--- src/hw/rtl/assert_macros.svh ---
// ----------------------------------------------------------------------------
// Assertion macros
// Shared concurrent assertion helpers for the box filter RTL.
// ----------------------------------------------------------------------------
`ifndef ASSERT_MACROS_SVH
`define ASSERT_MACROS_SVH

`ifndef ASSERT_OFF

`define BF_ASSERT(name, clk, rst_n, prop) \
  name: assert property (@(posedge clk) disable iff (!rst_n) (prop)) \
    else $error("box filter assertion failed");

`define BF_ASSERT_NEVER(name, clk, rst_n, prop) \
  name: assert property (@(posedge clk) disable iff (!rst_n) !(prop)) \
    else $error("box filter forbidden condition seen");

`else

`define BF_ASSERT(name, clk, rst_n, prop)

`define BF_ASSERT_NEVER(name, clk, rst_n, prop)

`endif

`endif

--- src/hw/rtl/bf_pkg.sv ---
// ----------------------------------------------------------------------------
// Box filter package
// Types and constants shared by the 3x3 box filter modules.
// ----------------------------------------------------------------------------
`default_nettype none

package bf_pkg;

  localparam int PIX_W     = 8;
  localparam int CFG_W_W   = 11;
  localparam int CFG_H_W   = 16;
  localparam int CFG_IDX_W = 1;
  localparam int CFG_DAT_W = 16;
  localparam int IN_ROW_W  = 17;
  localparam int OUT_ROW_W = 16;
  localparam int SUM_W     = 12;
  localparam int RECIP_W   = 13;
  localparam int PROD_W    = SUM_W + RECIP_W;
  localparam int RECIP_SH  = 16;

  localparam logic [RECIP_W-1:0]  RECIP_NINE = 13'd7282;
  localparam logic [IN_ROW_W-1:0] IN_ROW_MAX = 17'h1FFFF;

  localparam logic [CFG_W_W-1:0] WIDTH_RESET  = 11'd640;
  localparam logic [CFG_H_W-1:0] HEIGHT_RESET = 16'd480;

  localparam logic CMD_PIXEL = 1'b0;
  localparam logic CMD_DRAIN = 1'b1;

  localparam logic [CFG_IDX_W-1:0] REG_IMAGE_WIDTH  = 1'd0;
  localparam logic [CFG_IDX_W-1:0] REG_IMAGE_HEIGHT = 1'd1;

  typedef struct packed {
    logic emit;
    logic border;
    logic last;
  } bf_flags_t;

endpackage

`default_nettype wire

--- src/hw/rtl/bf_ctrl.sv ---
// ----------------------------------------------------------------------------
// Box filter control
// Configuration registers, raster counters and per-item decisions.
// ----------------------------------------------------------------------------
`default_nettype none
`include "assert_macros.svh"

module bf_ctrl import bf_pkg::*; #(
  parameter int MAX_WIDTH = 1024,
  parameter int CW        = $clog2(MAX_WIDTH)
) (
  input  wire logic                 clk_i,
  input  wire logic                 rst_ni,
  input  wire logic                 cfg_valid_i,
  input  wire logic [CFG_IDX_W-1:0] cfg_index_i,
  input  wire logic [CFG_DAT_W-1:0] cfg_data_i,
  input  wire logic                 accept_i,
  input  wire logic                 cmd_i,
  input  wire logic [PIX_W-1:0]     pixel_i,
  output logic                      push_o,
  output logic [CW-1:0]             addr_o,
  output logic [PIX_W-1:0]          pixel_o,
  output bf_flags_t                 flags_o
);

  logic [CFG_W_W-1:0]   width_q;
  logic [CFG_H_W-1:0]   height_q;
  logic [CW-1:0]        in_col_q, in_col_d;
  logic [IN_ROW_W-1:0]  in_row_q, in_row_d;
  logic [CW-1:0]        out_col_q, out_col_d;
  logic [OUT_ROW_W-1:0] out_row_q, out_row_d;

  logic [CW:0]          eff_w;
  logic [CFG_H_W-1:0]   eff_h;
  logic                 done;
  logic                 emit;
  logic                 row_end;
  logic                 col_end;
  logic [CW:0]          in_col_inc;
  logic [CW:0]          out_col_inc;
  logic [OUT_ROW_W:0]   out_row_inc;

  always_comb begin
    if (width_q < 11'd3) begin
      eff_w = (CW+1)'(3);
    end else if ({21'd0, width_q} > 32'(MAX_WIDTH)) begin
      eff_w = (CW+1)'(MAX_WIDTH);
    end else begin
      eff_w = (CW+1)'(width_q);
    end
  end

  assign eff_h       = (height_q < 16'd3) ? 16'd3 : height_q;
  assign done        = in_row_q >= {1'b0, eff_h};
  assign in_col_inc  = {1'b0, in_col_q} + (CW+1)'(1);
  assign out_col_inc = {1'b0, out_col_q} + (CW+1)'(1);
  assign out_row_inc = {1'b0, out_row_q} + 17'd1;
  assign row_end     = out_row_inc >= {1'b0, eff_h};
  assign col_end     = out_col_inc >= eff_w;
  assign emit        = (in_row_q >= 17'd2) || ((in_row_q == 17'd1) && (in_col_q != '0));

  assign push_o  = accept_i && !((cmd_i == CMD_DRAIN) && !done);
  assign addr_o  = in_col_q;
  assign pixel_o = done ? '0 : pixel_i;
  assign flags_o = '{emit:   emit,
                     border: (out_row_q == '0) || (out_col_q == '0) || row_end || col_end,
                     last:   row_end && col_end};

  always_comb begin
    in_col_d  = in_col_q;
    in_row_d  = in_row_q;
    out_col_d = out_col_q;
    out_row_d = out_row_q;
    if (push_o) begin
      if (in_col_inc >= eff_w) begin
        in_col_d = '0;
        if (in_row_q != IN_ROW_MAX) begin
          in_row_d = in_row_q + 17'd1;
        end
      end else begin
        in_col_d = in_col_inc[CW-1:0];
      end
      if (emit) begin
        if (row_end && col_end) begin
          in_col_d  = '0;
          in_row_d  = '0;
          out_col_d = '0;
          out_row_d = '0;
        end else if (col_end) begin
          out_col_d = '0;
          out_row_d = out_row_inc[OUT_ROW_W-1:0];
        end else begin
          out_col_d = out_col_inc[CW-1:0];
        end
      end
    end
  end

  always_ff @(posedge clk_i or negedge rst_ni) begin
    if (!rst_ni) begin
      width_q   <= WIDTH_RESET;
      height_q  <= HEIGHT_RESET;
      in_col_q  <= '0;
      in_row_q  <= '0;
      out_col_q <= '0;
      out_row_q <= '0;
    end else begin
      if (cfg_valid_i) begin
        case (cfg_index_i)
          REG_IMAGE_WIDTH:  width_q  <= cfg_data_i[CFG_W_W-1:0];
          REG_IMAGE_HEIGHT: height_q <= cfg_data_i;
          default: ;
        endcase
      end
      in_col_q  <= in_col_d;
      in_row_q  <= in_row_d;
      out_col_q <= out_col_d;
      out_row_q <= out_row_d;
    end
  end

  `BF_ASSERT(last_clears_counters, clk_i, rst_ni,
    (push_o && emit && row_end && col_end) |=> (in_col_q == '0 && in_row_q == '0))
  `BF_ASSERT(early_drain_ignored, clk_i, rst_ni,
    (accept_i && cmd_i == CMD_DRAIN && !done) |=> ($stable(in_col_q) && $stable(in_row_q)))

endmodule

`default_nettype wire

--- config.mk ---
export PLATFORM = sky130hd
export DESIGN_NAME = bf_ctrl
export DESIGN_NICKNAME = d
export VERILOG_FILES = /design/src/hw/rtl/bf_pkg.sv /design/src/hw/rtl/bf_ctrl.sv
export VERILOG_INCLUDE_DIRS = /design/src /design/src/hw/rtl
export SDC_FILE = /design/constraint.sdc
export NUM_CORES = 1
export LEC_CHECK = 0
export ABC_AREA = 0
export BUFFER_PORTS_ARGS = -buffer_cell sky130_fd_sc_hd__buf_2
export CELL_PAD_IN_SITES_DETAIL_PLACEMENT = 0
export CELL_PAD_IN_SITES_GLOBAL_PLACEMENT = 1
export CORE_UTILIZATION = 40
export CTS_BUF_LIST = sky130_fd_sc_hd__clkbuf_2
export DETAILED_ROUTE_END_ITERATION = 8
export GPL_ROUTABILITY_DRIVEN = 0
export PLACE_DENSITY = 0.79
export SYNTH_ARGS = -nofsm -noshare
export SYNTH_HDL_FRONTEND = slang
export SYNTH_SLANG_ARGS = --single-unit
--- constraint.sdc ---
create_clock -name clk_i -period 5.7 [get_ports clk_i]
set_clock_uncertainty 0.1 [all_clocks]
set_input_delay 1.71 -clock clk_i [delete_from_list [all_inputs] [get_ports clk_i]]
set_output_delay 1.71 -clock clk_i [all_outputs]
set_load 0.01 [all_outputs]
* After elaboration in Yosys (flattened, before gate mapping) *
Index checks and enable logic that the tools add are counted.

word-level totals
  register bits = 80
  input bits = 30

cells by class
  eq/ne operators = 2
  order comparisons = 8
  $add $sub $neg = 4
  reduce and logical (&&, ||, !) cells = 18
  multiplexer cells = 15
  bitwise logic cells = 1

operators by type and width
  cell                     number
  $mux W17                 4
  $mux W10                 5
  $mux W16                 3
  $ge A17 B16 Y1           2
  $add A10 B1 Y11 const B  2
  $ge A11 B11 Y1           2
  $mux W11                 2
  $add A16 B1 Y17 const B  1
  $add A17 B1 Y17 const B  1
  $eq A17 B1 Y1 const B    1
  $ge A17 B2 Y1 const B    1
  $ne A17 B17 Y1 const B   1
  $logic_not A16 Y1        1
  $lt A16 B2 Y1 const B    1
  $gt A11 B11 Y1 const B   1
  $lt A11 B2 Y1 const B    1
  $logic_not A10 Y1        1
  $reduce_bool A10 Y1      1
  $mux W8                  1
  $reduce_and A2 Y1        3
  $logic_and A1 B1 Y1      4
  $logic_or A1 B1 Y1       4
  $reduce_and A3 Y1        1
  $logic_not A1 Y1         2
  2 further kinds          2

* Logic depth before layout (Yosys ltp) *
  depth in word-level cells = 8
  mapped depth = 14
  gate-level depth less buffers = 13

* Worst setup path after synthesis *
No wires, ideal clock.

  path kind = register to output
  start point = reg out_row_q[2]
  end point = out flags_o[1] in the netlist's numbering
  data required time = 3.890 ns
  arrival = 3.075 ns
  path slack = 0.815 ns
  stages on the path, launching flop included = 13
  cell sequence = dfrtp_1 buf_2 nand3_1 or3_1 nor2_1 nand3_1 xnor2_1 ha_1 a221oi_1 o31ai_1 nor2_1 clkbuf_1 nand4b_1

RTL lines
  element                   RTL line        RTL
  start: declaration        bf_ctrl.sv:31   logic [OUT_ROW_W-1:0] out_row_q, out_row_d;
  start signal: assignment  bf_ctrl.sv:118  out_row_q <= out_row_d;
  end: declaration          bf_ctrl.sv:23   output bf_flags_t flags_o

==> run metrics <==
Total Wirelength=14500 microns; Power per Cell Area=284 nW/um^2; Final Cycle Share=0.974; clock tree root buffer cell=sky130_fd_sc_hd__clkbuf_2; launch point of the worst hold path=width_q[1]$_DFFE_PN0P_; Final setup violation count=0; fraction of power consumed by sequential logic=0.451; count of warnings emitted by yosys=0; critical path arrival=3.74 ns; global route total overflow=0; hold-fix buffer count after cts=0; mean post-synth cell area=9.14 sq um; synthesized instance count=610; number of library cell types mapped by synthesis=60; Final ANT Viol Nets=0; reg2reg path depth=13; area delta synth->final=10.6%; actual slew at the worst max-slew pin=1.08 ns; final worst slack=0.145 ns; number of design rule violations left after detail routing=1; CTS tree=built; Setup TNS Final=0 ns; leakage power figure=2.97 nW; Post-layout nets=756; final non-filler cell total=845; H-tree level count=3; Post-Route Hold Slack=0.455 ns; Yosys reg bits=80; setup slack at placement=0.676 ns; crit end category=output port; clock tree sinks=80; category of the most critical setup path=flip-flop to output port; final count of pins violating max slew=0; top flip-flop cell by instance count after synthesis=sky130_fd_sc_hd__dfrtp_1; worst IR drop on VDD=0.142 mV; Min-Delay Path Class=flip-flop to flip-flop; result of the run=finished, violations left; proportion of synthesized chip area in sequential cells=0.360; number of DRC violations after detailed-routing iteration 0=322; register-to-register setup slack=1.62 ns; final hold vios=0; Filler Cell Count=1299; placeable core area=13400 sq um; Die H=120 microns; number of vias after detailed routing=4783; share of layout cells above drive strength 1=0.186; Finished Cell Area=6170 sq um; cell count after placement=825; maximum frequency from static timing analysis=0.180 GHz; netlist area before placement=5580 sq um; via density per instance=5.66; largest net degree at the start of global routing=81; total nets after synthesis=703; maximum net fanout on the critical path=7; switching power summed over all nets=0.711 mW; switching share of power=0.407; launch instance of the worst register-to-register path=height_q[4]$_DFFE_PN0P_; Final Critical Period=5.55 ns; area of placed instances=6010 sq um; Pre-antenna DRT Iters=8; I/O Buffers=51; Die ar.=14400 sq um; Hold Path Cell Cnt=1; internal power=1.04 mW; global-route wire length before repair=23300 microns; total I/O pin count=52; data required time of the critical path=3.89 ns; EDFF count, synth=0; clk slew on worst S/H paths=0.22 ns; worst reg2reg endpoint=in_row_q[13]$_DFFE_PN0N_; FP Rows=42; combinational group share of total power=0.376; post-synthesis async set-or-reset flop share=1.00; number of global-route vias before repair=4550; post-layout util=0.460; total power of the final layout=1.75 mW; antenna violations before repair=1; die span in x=120 microns; Max-slew headroom=0.279; Total GRT Usage=0.209; commonest non-fill, non-tap cells in the layout=71 x sky130_fd_sc_hd__dfrtp_1, 68 x sky130_fd_sc_hd__nand2_1, 63 x sky130_fd_sc_hd__ha_1, 50 x sky130_fd_sc_hd__buf_2, 45 x sky130_fd_sc_hd__o21ai_0; kind of start point of the critical path=flip-flop; Detailed Place HPWL=11100 microns; Maximum Capacitance Violations=0; Clock Power Share=0.173; most frequent standard cell in the layout excluding fill and tap cells=sky130_fd_sc_hd__dfrtp_1; violations in the final reports=design-rule violations; number of clock buffers inserted by TritonCTS=9; Clk Latency, worst-skew pair=0.59 ns; routed wirelength normalized by instance count=17.1 microns; clock tree buffer depth=2; Min-Delay Endpoint=width_q[1]$_DFFE_PN0P_; CP Launch Point=out_row_q[2]$_DFFE_PN0P_; effective utilization at floorplan=0.416
sequential cells by signal, summed over array words and instances, names as in the netlist:
name       count
out_col_q     10
in_row_q      17
height_q      16
addr_o        10
out_row_q     16
width_q       11
cells in the mapped netlist, types with 9 or more instances:
library cell               number  share of area
sky130_fd_sc_hd__and3_1        15          0.017
sky130_fd_sc_hd__nor4_1        19          0.021
sky130_fd_sc_hd__o21ai_0       45          0.040
sky130_fd_sc_hd__nand3_1       26          0.023
sky130_fd_sc_hd__nand2b_1      11          0.012
sky130_fd_sc_hd__nand4_1       13          0.015
sky130_fd_sc_hd__dfrtp_1       74           0.33
sky130_fd_sc_hd__and2_1         9          0.010
sky130_fd_sc_hd__nor3_1        16          0.014
sky130_fd_sc_hd__inv_1         42          0.028
sky130_fd_sc_hd__nor2_1        34          0.023
sky130_fd_sc_hd__a21oi_1       22          0.020
sky130_fd_sc_hd__xnor2_1       15          0.024
sky130_fd_sc_hd__nand2_1       68          0.046
sky130_fd_sc_hd__ha_1          63           0.14
sky130_fd_sc_hd__xor2_1        17          0.027
sky130_fd_sc_hd__mux2_2        26          0.053
sky130_fd_sc_hd__clkbuf_1      11         0.0074
worst max-delay path: stages (launching register included):
cell	delay, ns
sky130_fd_sc_hd__dfrtp_2	0.44
sky130_fd_sc_hd__nand3_1	0.22
sky130_fd_sc_hd__or3_4	0.48
sky130_fd_sc_hd__nor2_2	0.15
sky130_fd_sc_hd__nand3_1	0.15
sky130_fd_sc_hd__xnor2_1	0.17
sky130_fd_sc_hd__ha_1	0.33
sky130_fd_sc_hd__a221oi_1	0.39
sky130_fd_sc_hd__o31ai_2	0.18
sky130_fd_sc_hd__or2_2	0.34
sky130_fd_sc_hd__and2_1	0.17
sky130_fd_sc_hd__buf_2	0.13
layout make-up:
class,count,area [sq um],share of cell area
multi-input combinational,471,3350,0.544
sequential,80,2010,0.327
timing repair buffer,58,310,0.0503
tap,176,220,0.0357
inverter,43,161,0.0262
clock buffer,11,55.1,0.00893
clock inverter,5,48.8,0.00791
antenna,1,2.50,0.000406
cell families (layout without fill, tap and decap cells):
logic type | Yosys count | in the layout | share of synthesized area
muxes | 32 | 32 | 0.0642
adders and majority gates | 63 | 63 | 0.141
and+or+nand+nor | 232 | 232 | 0.215
other | 0 | 1 | 0
xor gates and xnor gates | 32 | 32 | 0.0503
DFF | 80 | 80 | 0.360
buffers and inverters | 59 | 117 | 0.0413
AOI/OAI and AO/OA | 112 | 112 | 0.128
what timing repair did:
item | CTS | global route
resized for setup | 1 | 6
pin swaps | 0 | 0
setup endpoints to repair | 1 | 2
setup buffers | 0 | 3
power groups by stage:
stage          Clock (mW)  Combinational (mW)  Sequential, mW
3_3_place_gp            0               0.621           0.791
2_1_floorplan           0               0.453           0.761
6_report            0.302               0.658           0.788
4_1_cts             0.316               0.651           0.785
3_5_place_dp            0               0.647           0.796
5_1_grt             0.338               0.747           0.803
routing by layer:
metal | vias up | GRT usage | wire length [microns]
li1 | 2311 | - | -
met1 | 2337 | 0.289 | 6990
met2 | 112 | 0.324 | 6590
met3 | 23 | 0.0385 | 636
met4 | 0 | 0.0766 | 249
met5 | - | 0 | 0
worst max-delay path by stage:
stage | end | slack (ns) | depth (start not counted)
4_1_cts | flags_o[0] | 0.009 | 11
3_3_place_gp | flags_o[0] | 0.74 | 11
2_1_floorplan | flags_o[1] | 0.82 | 12
3_5_place_dp | flags_o[0] | 0.68 | 11
5_1_grt | flags_o[0] | -0.001 | 11
6_report | flags_o[0] | 0.15 | 11
(Power assumes the default switching activity.)
