### config.mk
export PLATFORM = sky130hd
export DESIGN_NAME = bf_window
export DESIGN_NICKNAME = d
export VERILOG_FILES = /design/src/hw/rtl/assert_macros.svh /design/src/hw/rtl/bf_pkg.sv /design/src/hw/rtl/bf_window.sv
export SDC_FILE = /design/constraint.sdc
export NUM_CORES = 1
export LEC_CHECK = 0
export ABC_AREA = 1
export ABC_CLOCK_PERIOD_IN_PS = 4800
export BUFFER_PORTS_ARGS = -buffer_cell sky130_fd_sc_hd__clkbuf_2
export CAP_MARGIN = 25
export CELL_PAD_IN_SITES_DETAIL_PLACEMENT = 1
export CELL_PAD_IN_SITES_GLOBAL_PLACEMENT = 2
export CORE_MARGIN = 4
export CORE_UTILIZATION = 40
export DETAILED_ROUTE_END_ITERATION = 12
export PLACE_DENSITY_LB_ADDON = 0.1
export SYNTH_ARGS = -nofsm -noshare
export SYNTH_HDL_FRONTEND = slang
export SYNTH_SLANG_ARGS = --single-unit
### constraint.sdc
create_clock -name clk_i -period 4.8 [get_ports clk_i]
set_input_delay 0.24 -clock clk_i [delete_from_list [all_inputs] [get_ports clk_i]]
set_output_delay 0.24 -clock clk_i [all_outputs]
set_load 0.02 [all_outputs]
### src/hw/rtl/assert_macros.svh
// ----------------------------------------------------------------------------
// Assertion macros
// Shared concurrent assertion helpers for the box filter RTL.
// ----------------------------------------------------------------------------
`ifndef ASSERT_MACROS_SVH
`define ASSERT_MACROS_SVH

`ifndef ASSERT_OFF

`define BF_ASSERT(name, clk, rst_n, prop) \
  name: assert property (@(posedge clk) disable iff (!rst_n) (prop)) \
    else $error("box filter assertion failed");

`define BF_ASSERT_NEVER(name, clk, rst_n, prop) \
  name: assert property (@(posedge clk) disable iff (!rst_n) !(prop)) \
    else $error("box filter forbidden condition seen");

`else

`define BF_ASSERT(name, clk, rst_n, prop)

`define BF_ASSERT_NEVER(name, clk, rst_n, prop)

`endif

`endif

### src/hw/rtl/bf_pkg.sv
// ----------------------------------------------------------------------------
// Box filter package
// Types and constants shared by the 3x3 box filter modules.
// ----------------------------------------------------------------------------
`default_nettype none

package bf_pkg;

  localparam int PIX_W     = 8;
  localparam int CFG_W_W   = 11;
  localparam int CFG_H_W   = 16;
  localparam int CFG_IDX_W = 1;
  localparam int CFG_DAT_W = 16;
  localparam int IN_ROW_W  = 17;
  localparam int OUT_ROW_W = 16;
  localparam int SUM_W     = 12;
  localparam int RECIP_W   = 13;
  localparam int PROD_W    = SUM_W + RECIP_W;
  localparam int RECIP_SH  = 16;

  localparam logic [RECIP_W-1:0]  RECIP_NINE = 13'd7282;
  localparam logic [IN_ROW_W-1:0] IN_ROW_MAX = 17'h1FFFF;

  localparam logic [CFG_W_W-1:0] WIDTH_RESET  = 11'd640;
  localparam logic [CFG_H_W-1:0] HEIGHT_RESET = 16'd480;

  localparam logic CMD_PIXEL = 1'b0;
  localparam logic CMD_DRAIN = 1'b1;

  localparam logic [CFG_IDX_W-1:0] REG_IMAGE_WIDTH  = 1'd0;
  localparam logic [CFG_IDX_W-1:0] REG_IMAGE_HEIGHT = 1'd1;

  typedef struct packed {
    logic emit;
    logic border;
    logic last;
  } bf_flags_t;

endpackage

`default_nettype wire

### src/hw/rtl/bf_window.sv
// ----------------------------------------------------------------------------
// Box filter window
// 3x3 window, neighborhood sum, divide by nine and output register.
// ----------------------------------------------------------------------------
`default_nettype none

module bf_window import bf_pkg::*; (
  input  wire logic             clk_i,
  input  wire logic             rst_ni,
  input  wire logic             col_valid_i,
  input  wire logic [PIX_W-1:0] top_i,
  input  wire logic [PIX_W-1:0] mid_i,
  input  wire logic [PIX_W-1:0] bot_i,
  input  wire bf_flags_t        flags_i,
  output logic                  take_o,
  output logic                  out_valid_o,
  input  wire logic             out_ready_i,
  output logic [PIX_W-1:0]      out_pixel_o,
  output logic                  out_last_o
);

  logic [PIX_W-1:0]  win_q [3][3];
  logic              v2_q;
  bf_flags_t         flags2_q;
  logic              v3_q;
  logic [SUM_W-1:0]  sum3_q;
  logic [PIX_W-1:0]  ctr3_q;
  logic              border3_q;
  logic              last3_q;
  logic              v4_q;
  logic [PIX_W-1:0]  pix4_q;
  logic              last4_q;
  logic              adv3;
  logic              adv4;
  logic [SUM_W-1:0]  sum;
  logic [PROD_W-1:0] prod;

  assign adv4   = !v4_q || out_ready_i;
  assign adv3   = !v3_q || adv4;
  assign take_o = !v2_q || adv3;

  always_comb begin
    sum = '0;
    for (int r = 0; r < 3; r++) begin
      for (int c = 0; c < 3; c++) begin
        sum = sum + SUM_W'(win_q[r][c]);
      end
    end
  end

  assign prod = PROD_W'(sum3_q) * PROD_W'(RECIP_NINE);

  always_ff @(posedge clk_i or negedge rst_ni) begin
    if (!rst_ni) begin
      for (int r = 0; r < 3; r++) begin
        for (int c = 0; c < 3; c++) begin
          win_q[r][c] <= '0;
        end
      end
    end else if (col_valid_i && take_o) begin
      for (int r = 0; r < 3; r++) begin
        win_q[r][0] <= win_q[r][1];
        win_q[r][1] <= win_q[r][2];
      end
      win_q[0][2] <= top_i;
      win_q[1][2] <= mid_i;
      win_q[2][2] <= bot_i;
    end
  end

  always_ff @(posedge clk_i) begin
    if (col_valid_i && take_o) begin
      flags2_q <= flags_i;
    end
    if (v2_q && adv3) begin
      sum3_q    <= sum;
      ctr3_q    <= win_q[1][1];
      border3_q <= flags2_q.border;
      last3_q   <= flags2_q.last;
    end
    if (v3_q && adv4) begin
      pix4_q  <= border3_q ? ctr3_q : prod[RECIP_SH +: PIX_W];
      last4_q <= last3_q;
    end
  end

  always_ff @(posedge clk_i or negedge rst_ni) begin
    if (!rst_ni) begin
      v2_q <= 1'b0;
      v3_q <= 1'b0;
      v4_q <= 1'b0;
    end else begin
      if (col_valid_i && take_o) begin
        v2_q <= flags_i.emit;
      end else if (adv3) begin
        v2_q <= 1'b0;
      end
      if (v2_q && adv3) begin
        v3_q <= 1'b1;
      end else if (adv4) begin
        v3_q <= 1'b0;
      end
      if (v3_q && adv4) begin
        v4_q <= 1'b1;
      end else if (out_ready_i) begin
        v4_q <= 1'b0;
      end
    end
  end

  assign out_valid_o = v4_q;
  assign out_pixel_o = pix4_q;
  assign out_last_o  = last4_q;

endmodule

`default_nettype wire
# Word level (Yosys, flattened, before mapping)
# Cells that the tools add are included.
dict set report word_totals {
  out_inout_bits 11
  wordCells 48
  reg_bits 108
  input_bits 31
}
dict set report op_classes {
  reduce_logical 12
  mux 7
  addsub 8
  n_mul 1
}
# operator count
set op_table {}
lappend op_table {{adder 12 x 8 -> 12 bit} 4}
lappend op_table {{multiplier 12 x 12 -> 23 bit, second input constant} 1}
lappend op_table {{adder 11 x 8 -> 12 bit} 1}
lappend op_table {{adder 10 x 8 -> 11 bit} 1}
lappend op_table {{adder 9 x 8 -> 10 bit} 1}
lappend op_table {{adder 8 x 8 -> 9 bit} 1}
lappend op_table {{two-way mux 8 bit} 1}
lappend op_table {{two-way mux 1 bit} 6}
lappend op_table {{nonzero test 2 bit} 3}
lappend op_table {{logical AND 1 bit} 3}
lappend op_table {{logical NOT 1 bit} 3}
lappend op_table {{logical OR 1 bit} 3}

# Longest topological paths before layout
# Gate-level depths: netlist of run 1.
dict set report logic_depth {
  depth_word 8
  mapped_depth 21
  mapped_depth_nobuf 21
}

# Worst setup path before layout of run 1
# Ideal clock, no wire load.
dict set report synth_path {
  path_type {register to register}
  from {register sum3_q[3]}
  to {register pix4_q[4], in the netlist out_pixel_o[4], data pin}
  arrival_ns 4.062
  setup_ns 0.253
  path_buffers 0
  period_less_slack_ns 4.316
  path_stages_with_launch 19
  required_time_ns 4.547
  slack_ns 0.484
  cell_sequence {edfxtp_1 > inv_1 > fa_1 > inv_1 > ha_1 > inv_1 > fa_1 > inv_1 > fa_1 > inv_1 > fa_1 > inv_1 > ha_1 > a21oi_1 > o21ai_0 > a21boi_0 > nand3_1 > nand3_1 > nand2_1}
}
dict set report synth_via {
  elab_chain_cells 2
}
# item line
set synth_lines {}
lappend synth_lines {{from (decl)} bf_window.sv:26} ;# logic [SUM_W-1:0] sum3_q;
lappend synth_lines {{from (signal assigned)} bf_window.sv:76} ;# sum3_q <= sum;
lappend synth_lines {{multiplier 12 x 12 -> 23 bit} bf_window.sv:51} ;# assign prod = PROD_W'(sum3_q) * PROD_W'(RECIP_NINE);
lappend synth_lines {{two-way mux 8 bit} bf_window.sv:82} ;# pix4_q <= border3_q ? ctr3_q : prod[RECIP_SH +: PIX_W];
lappend synth_lines {{to (signal assigned)} bf_window.sv:82}
lappend synth_lines {{to (decl)} bf_window.sv:31} ;# logic [PIX_W-1:0] pix4_q;
# Every way passes these cells.
# A chain may end at the register's enable or synchronous reset.

# Final worst setup path of run 1
dict set report layout_path {
  from {register sum3_q[7]}
  to {register pix4_q[1], in the netlist out_pixel_o[1], data pin}
}
# Same word-level chain as after synthesis.

==> results of run 1 <==
flip-flops by register name (all words and copies together), names as in the netlist, 2 cells and up:
| signal | cells |
|---|---|
| out_pixel_o | 8 |
| flags2_q | 2 |
| ctr3_q | 8 |
| win_q | 72 |
| sum3_q | 12 |
repair_timing:
action | 4_1_cts | 5_1_grt
hold buffers | 0 | 1
gates resized for setup | 0 | 4
endpoints found under the hold margin | 0 | 32
buffers inserted | 0 | 1
endpoints found under the setup margin | 0 | 4
synthesized netlist by cell type, types with 2 or more instances:
cell and count:
clkbuf_1 3, inv_2 3, ha_1 80, xnor2_1 2
nand2_2 2, xor2_1 9, nand2_1 256, o21bai_1 4
a21oi_1 27, nor2_1 21, dfrtp_1 75, fa_1 83
nor3_1 3, inv_1 135, edfxtp_1 33, buf_4 3
o21ai_0 27, nand3_1 24, nand4_1 4, buf_2 9
a21o_1 2
stage by stage:
stage          setup WS, ps  std cells  hold slack, ps  area (µm²)  util [%]
6_report                275       1131            55.7        8690      44.8
2_1_floorplan           484        818           -55.6        7860         -
4_1_cts                 151       1128            41.4        8640      44.5
3_3_place_gp            286       1112             404        8340      43.0
3_5_place_dp            153       1112             411        8340      43.0
5_1_grt                10.2       1131            38.9        8690      44.8
worst max-delay path, cell delays in order (launching register included):
cell and delay (ps):
edfxtp_1 400, inv_1 110, fa_1 540, inv_1 40
ha_1 300, inv_1 60, fa_1 530, inv_1 50
fa_1 490, inv_1 50, fa_1 530, inv_1 50
ha_1 320, nand2_1 130, nor2_1 200, nand3_1 140
nand3_1 90, a21oi_1 60, a21oi_1 240
worst max-delay path by stage:
stage                           to  slack [ps]  startpoint
floorplan           out_pixel_o[4]         480   sum3_q[3]
global placement    out_pixel_o[4]         290   sum3_q[7]
detailed placement  out_pixel_o[4]         150   sum3_q[7]
CTS                 out_pixel_o[4]         150   sum3_q[7]
global route        out_pixel_o[2]          10   sum3_q[7]
finish              out_pixel_o[1]         280   sum3_q[7]
logic make-up (layout without fill, tap and decap cells):
family	Yosys count	after routing	synth area share, %
buffers and inverters	154	202	7.73
flip-flops	108	108	36.5
adder cells (fa/ha/maj)	163	163	33.9
XOR/XNOR	11	11	1.23
AND/OR/NAND/NOR	318	318	16.3
AO/OA/AOI/OAI	64	64	4.38
metal layers:
metal / vias to the layer above / track usage (%) / share of wire (%)
li1: 2626 / - / -
met1: 2687 / 21.8 / 43
met2: 55 / 31.2 / 53
met3: 23 / 2.41 / 2.0
met4: 0 / 4.80 / 2.0
met5: - / 0 / 0
layout make-up:
cell class              count  area [µm²]
clock buffers               9         225
well taps                 265         332
clock inverters             7        71.3
multi-input cells         556        4390
repair buffers             48         283
fillers                  2283       10700
inverters                 138         518
flip-flops and latches    108        2870
==> metrics.md, run 1 <==
| Metric | Value |
|---|---|
| Worst slew pin tran | `836 ps` |
| Vias in the first global route | `6097` |
| Final TNS setup | `0 ps` |
| Worst r2r path cells | `18` |
| Min Tclk post-route | `4520 ps` |
| FP Rows | `51` |
| RR Startpoint | `sum3_q[7]` |
| Slew HR | `44.2%` |
| Cell count after synthesis | `818` |
| Core ar. | `19400 µm²` |
| Die Ht | `148 µm` |
| Syn. warnings | `0` |
| Tcrit/Tclk final | `94.3%` |
| Syn_nets | `1012` |
| Worst Path Arrival | `4700 ps` |
| Clock buffer count from CTS | `9` |
| R2r setup slk | `280 ps` |
| Grt total ovfl | `0` |
| Final ANT Viol Nets | `0` |
| CTS tree | `yes` |
| DRC viols | `0` |
| CP max FO | `4` |
| Clock skew | `14.5 ps` |
| Hold Fails Final Rpt | `0` |
| Main synth FF type | `dfrtp_1` |
| Startpoint types | `flip-flop` |
| Crit path kind | `reg -> reg` |
| Drt wl/cell | `15.6 µm` |
| Via count | `5391` |
| HP Start | `flags_i[1]` |
| Min-Delay Endpoint | `flags2_q[1]` |
| Layout cells sized above 1 | `8.66%` |
| Root Driver | `clkbuf_16` |
| Die area | `22000 µm²` |
| # IOs | `42` |
| Pin count of the biggest net entering global routing | `80` |
| Critical Path Sink Type | `flip-flop` |
| Area leader, netlist | `dfrtp_1` |
| First-pass GRT wire length | `30400 µm` |
| CTS Buffer Depth | `2` |
| Clock sinks | `108` |
| MaxCap Viol Count | `0` |
| ANT cells | `0` |
| RSZ-0062 raised after global routing | `no` |
| EDFF count, synth | `33` |
| Commonest non-fill, non-tap cell in the layout | `nand2_1` |
| Status | `finished, final reports clean` |
| Initial antenna violation count | `0` |
| Clock H-tree levels | `3` |
| Hold path depth | `1` |
| Setup violators final | `0` |
| Clock transition at path regs | `80 ps` |
| First-pass DRT Iterations | `4` |
| Port bufs | `41` |
| Synth-to-layout area growth | `10.5%` |
| Top cells by area, synth | `dfrtp_1, fa_1, ha_1` |
| Synth top area share | `23.9%` |
| Worst min path class | `in -> reg` |
| Post-synth ARST share | `69.4%` |
| Initial DRC Count | `161` |
| Fmax | `221 MHz` |
| Total GRT Usage | `17.3%` |
| Post-synthesis register bit count | `108` |
| Nets | `1055` |
| Commonest non-fill, non-tap cells in the layout | `nand2_1, inv_1, fa_1, ha_1, dfrtp_1` |
| Clock latency on the worst-skew pair | `360 ps` |
| Mapped Area | `7860 µm²` |
| Via-to-Cell Ratio | `4.77` |
| Cell variety after synth | `34` |
| Sequential fraction of the synthesis area | `36.5%` |
| Wirelength, routed | `17600 µm` |
| Worst EP required | `4970 ps` |
| Slew Viols, Final | `0` |
| Routability Congestion | `0.888` |
| Initial Utilization | `40.5%` |
| Post-DP HPWL | `14400 µm` |
| Die W | `148 µm` |
| Crit Reg-Reg Endpoint | `out_pixel_o[1]` |
| Avg Synthesized Cell Area | `9.61 µm²` |
Power of run 1 is not shown: default switching activity piles up to over one toggle a cycle in this logic, so the estimate is an artifact.
==> run 2: changes to the inputs <==
- ABC_CLOCK_PERIOD_IN_PS: 4800 -> not set
- REMOVE_ABC_BUFFERS: not set -> 1
==> metrics.md, run 2 (synthesis gave the netlist of run 1 again) <==
| Metric | Value |
|---|---|
| Buf/Inv on CP | `7 (was 6)` |
| Routability Congestion | `0.863 (was 0.888)` |
| FP Rows | `51 (unchanged)` |
| Grt total ovfl | `0 (unchanged)` |
| Clock skew | `17.9 ps (was 14.5 ps)` |
| Root Driver | `clkbuf_16 (unchanged)` |
| Min Tclk post-route | `4490 ps (was 4520 ps)` |
| CP delay by family, top | `adder cells (unchanged)` |
| Worst min path class | `in -> reg (unchanged)` |
| Tcrit/Tclk final | `93.5% (was 94.3%)` |
| Commonest non-fill, non-tap cell in the layout | `nand2_1 (unchanged)` |
| Post-DP HPWL | `14300 µm (was 14400 µm)` |
| Final TNS setup | `0 ps (unchanged)` |
| Clock latency on the worst-skew pair | `350 ps (was 360 ps)` |
| Crit path largest cell delay | `520 ps (was 540 ps)` |
| Initial DRC Count | `160 (was 161)` |
| Final Util | `44.9% (was 44.8%)` |
| Layout cells sized above 1 | `8.43% (was 8.66%)` |
| Status | `finished, final reports clean (unchanged)` |
| Fillers | `2282 (was 2283)` |
| # IOs | `42 (unchanged)` |
| Setup violators final | `0 (unchanged)` |
| ANT cells | `0 (unchanged)` |
| First-pass GRT wire length | `29800 µm (was 30400 µm)` |
| Crit-path slowest cell | `fa_1 (unchanged)` |
| Worst-path cell chain | `inv_1, fa_1, inv_1, ha_1, inv_1, fa_1, inv_1, fa_1, inv_1, fa_1, inv_1, ha_1, a21oi_2, inv_1, nor2_1, nor3_1, nor2_1, nand3b_1, nand3_1, nand2_1 (was inv_1, fa_1, inv_1, ha_1, inv_1, fa_1, inv_1, fa_1, inv_1, fa_1, inv_1, ha_1, nand2_1, nor2_1, nand3_1, nand3_1, a21oi_1, a21oi_1)` |
| First-pass DRT Iterations | `4 (unchanged)` |
| Biggest regs | `win_q (72), sum3_q (12) (unchanged)` |
| Initial Utilization | `40.5% (unchanged)` |
| Die W | `148 µm (unchanged)` |
| Most common cell type on the critical path | `inv_1 (unchanged)` |
| Crit path kind | `reg -> reg (unchanged)` |
| CTS Buffer Depth | `2 (unchanged)` |
| Clock H-tree levels | `3 (unchanged)` |
| DRC viols | `0 (unchanged)` |
| Port bufs | `41 (unchanged)` |
| Die Ht | `148 µm (unchanged)` |
| CP max FO | `3 (was 4)` |
| Drt wl/cell | `15.6 µm (about the same)` |
| Post-CTS setup buffers | `0 (unchanged)` |
| Biggest register | `win_q (unchanged)` |
| RSZ-0062 raised after global routing | `no (unchanged)` |
| Via-to-Cell Ratio | `4.73 (was 4.77)` |
| Worst Path Arrival | `4610 ps (was 4700 ps)` |
| Hold Fails Final Rpt | `0 (unchanged)` |
| Nets | `1055 (unchanged)` |
| MaxCap Viol Count | `0 (unchanged)` |
| Vias in the first global route | `6134 (was 6097)` |
| Fmax | `223 MHz (was 221 MHz)` |
| Die area | `22000 µm² (unchanged)` |
| Number of flip-flops in the largest register | `72 (unchanged)` |
| Clock sinks | `108 (unchanged)` |
| Via count | `5355 (was 5391)` |
| Total GRT Usage | `17.0% (was 17.3%)` |
| Final ANT Viol Nets | `0 (unchanged)` |
| Worst slew pin tran | `953 ps (was 836 ps)` |
| Pin count of the biggest net entering global routing | `80 (unchanged)` |
| Slew HR | `36.4% (was 44.2%)` |
| Initial antenna violation count | `0 (unchanged)` |
| Worst EP required | `4920 ps (was 4970 ps)` |
| Startpoint types | `flip-flop (unchanged)` |
| Slew Viols, Final | `0 (unchanged)` |
| Footprint of the multi-input gates | `4390 µm² (about the same)` |
| Synth-to-layout area growth | `10.7% (was 10.5%)` |
| CTS tree | `yes (unchanged)` |
| Critical Path Sink Type | `flip-flop (unchanged)` |
| Wirelength, routed | `17600 µm (about the same)` |
| Reg area | `2870 µm² (unchanged)` |
| Clock buffer count from CTS | `9 (unchanged)` |
| Commonest non-fill, non-tap cells in the layout | `nand2_1, inv_1, fa_1, ha_1, dfrtp_1 (unchanged)` |
| Clock transition at path regs | `80 ps (about the same)` |
| Core ar. | `19400 µm² (unchanged)` |
[run 2: cell type report]
cell class / instances / area share [%]
Multi-Input combinational cell: 556 / 50.5
Sequential cell: 108 / 33.0
Inverter: 138 / 5.95
Tap cell: 265 / 3.81
Timing Repair Buffer: 48 / 3.25
Clock buffer: 10 / 2.63
Clock inverter: 6 / 0.935
[run 2: what timing repair did]
item	in CTS	in global routing
gates resized for setup	0	3
endpoints found under the setup margin	0	4
hold endpoints to repair	0	7
hold buffers	0	1
[run 2: path summary, 6_finish.rpt]
path,start,to,slack (ps),cells after the start
worst min-delay path,flags_i[0],flags2_q[0],60,1
max in group asynchronous,rst_ni,win_q[46],3960,3
worst max register to register,sum3_q[8],out_pixel_o[2],310,20
worst min register to register,flags2_q[1],border3_q,420,0
min in group asynchronous,rst_ni,v3_q,260,2
worst max-delay path,sum3_q[8],out_pixel_o[2],310,20
[run 2: routing by layer]
| layer | track usage (%) | wire, µm | vias to the layer above |
|---|---|---|---|
| li1 | - | - | 2626 |
| met1 | 21.4 | 7640 | 2659 |
| met2 | 30.9 | 9290 | 52 |
| met3 | 2.50 | 376 | 18 |
| met4 | 4.57 | 303 | 0 |
| met5 | 0 | 0 | - |
[run 2: per-stage QoR]
stage               worst slack (ps)  instances  hold slack, ps  cell area, µm²
floorplan                        484        802           -55.6            7770
CTS                              136       1129            33.4            8660
global placement                 262       1113             404            8350
detailed placement               136       1113             411            8350
finish                           313       1131            59.7            8700
global route                    3.96       1131            31.5            8700
Power of run 2 is left out for the same reason.
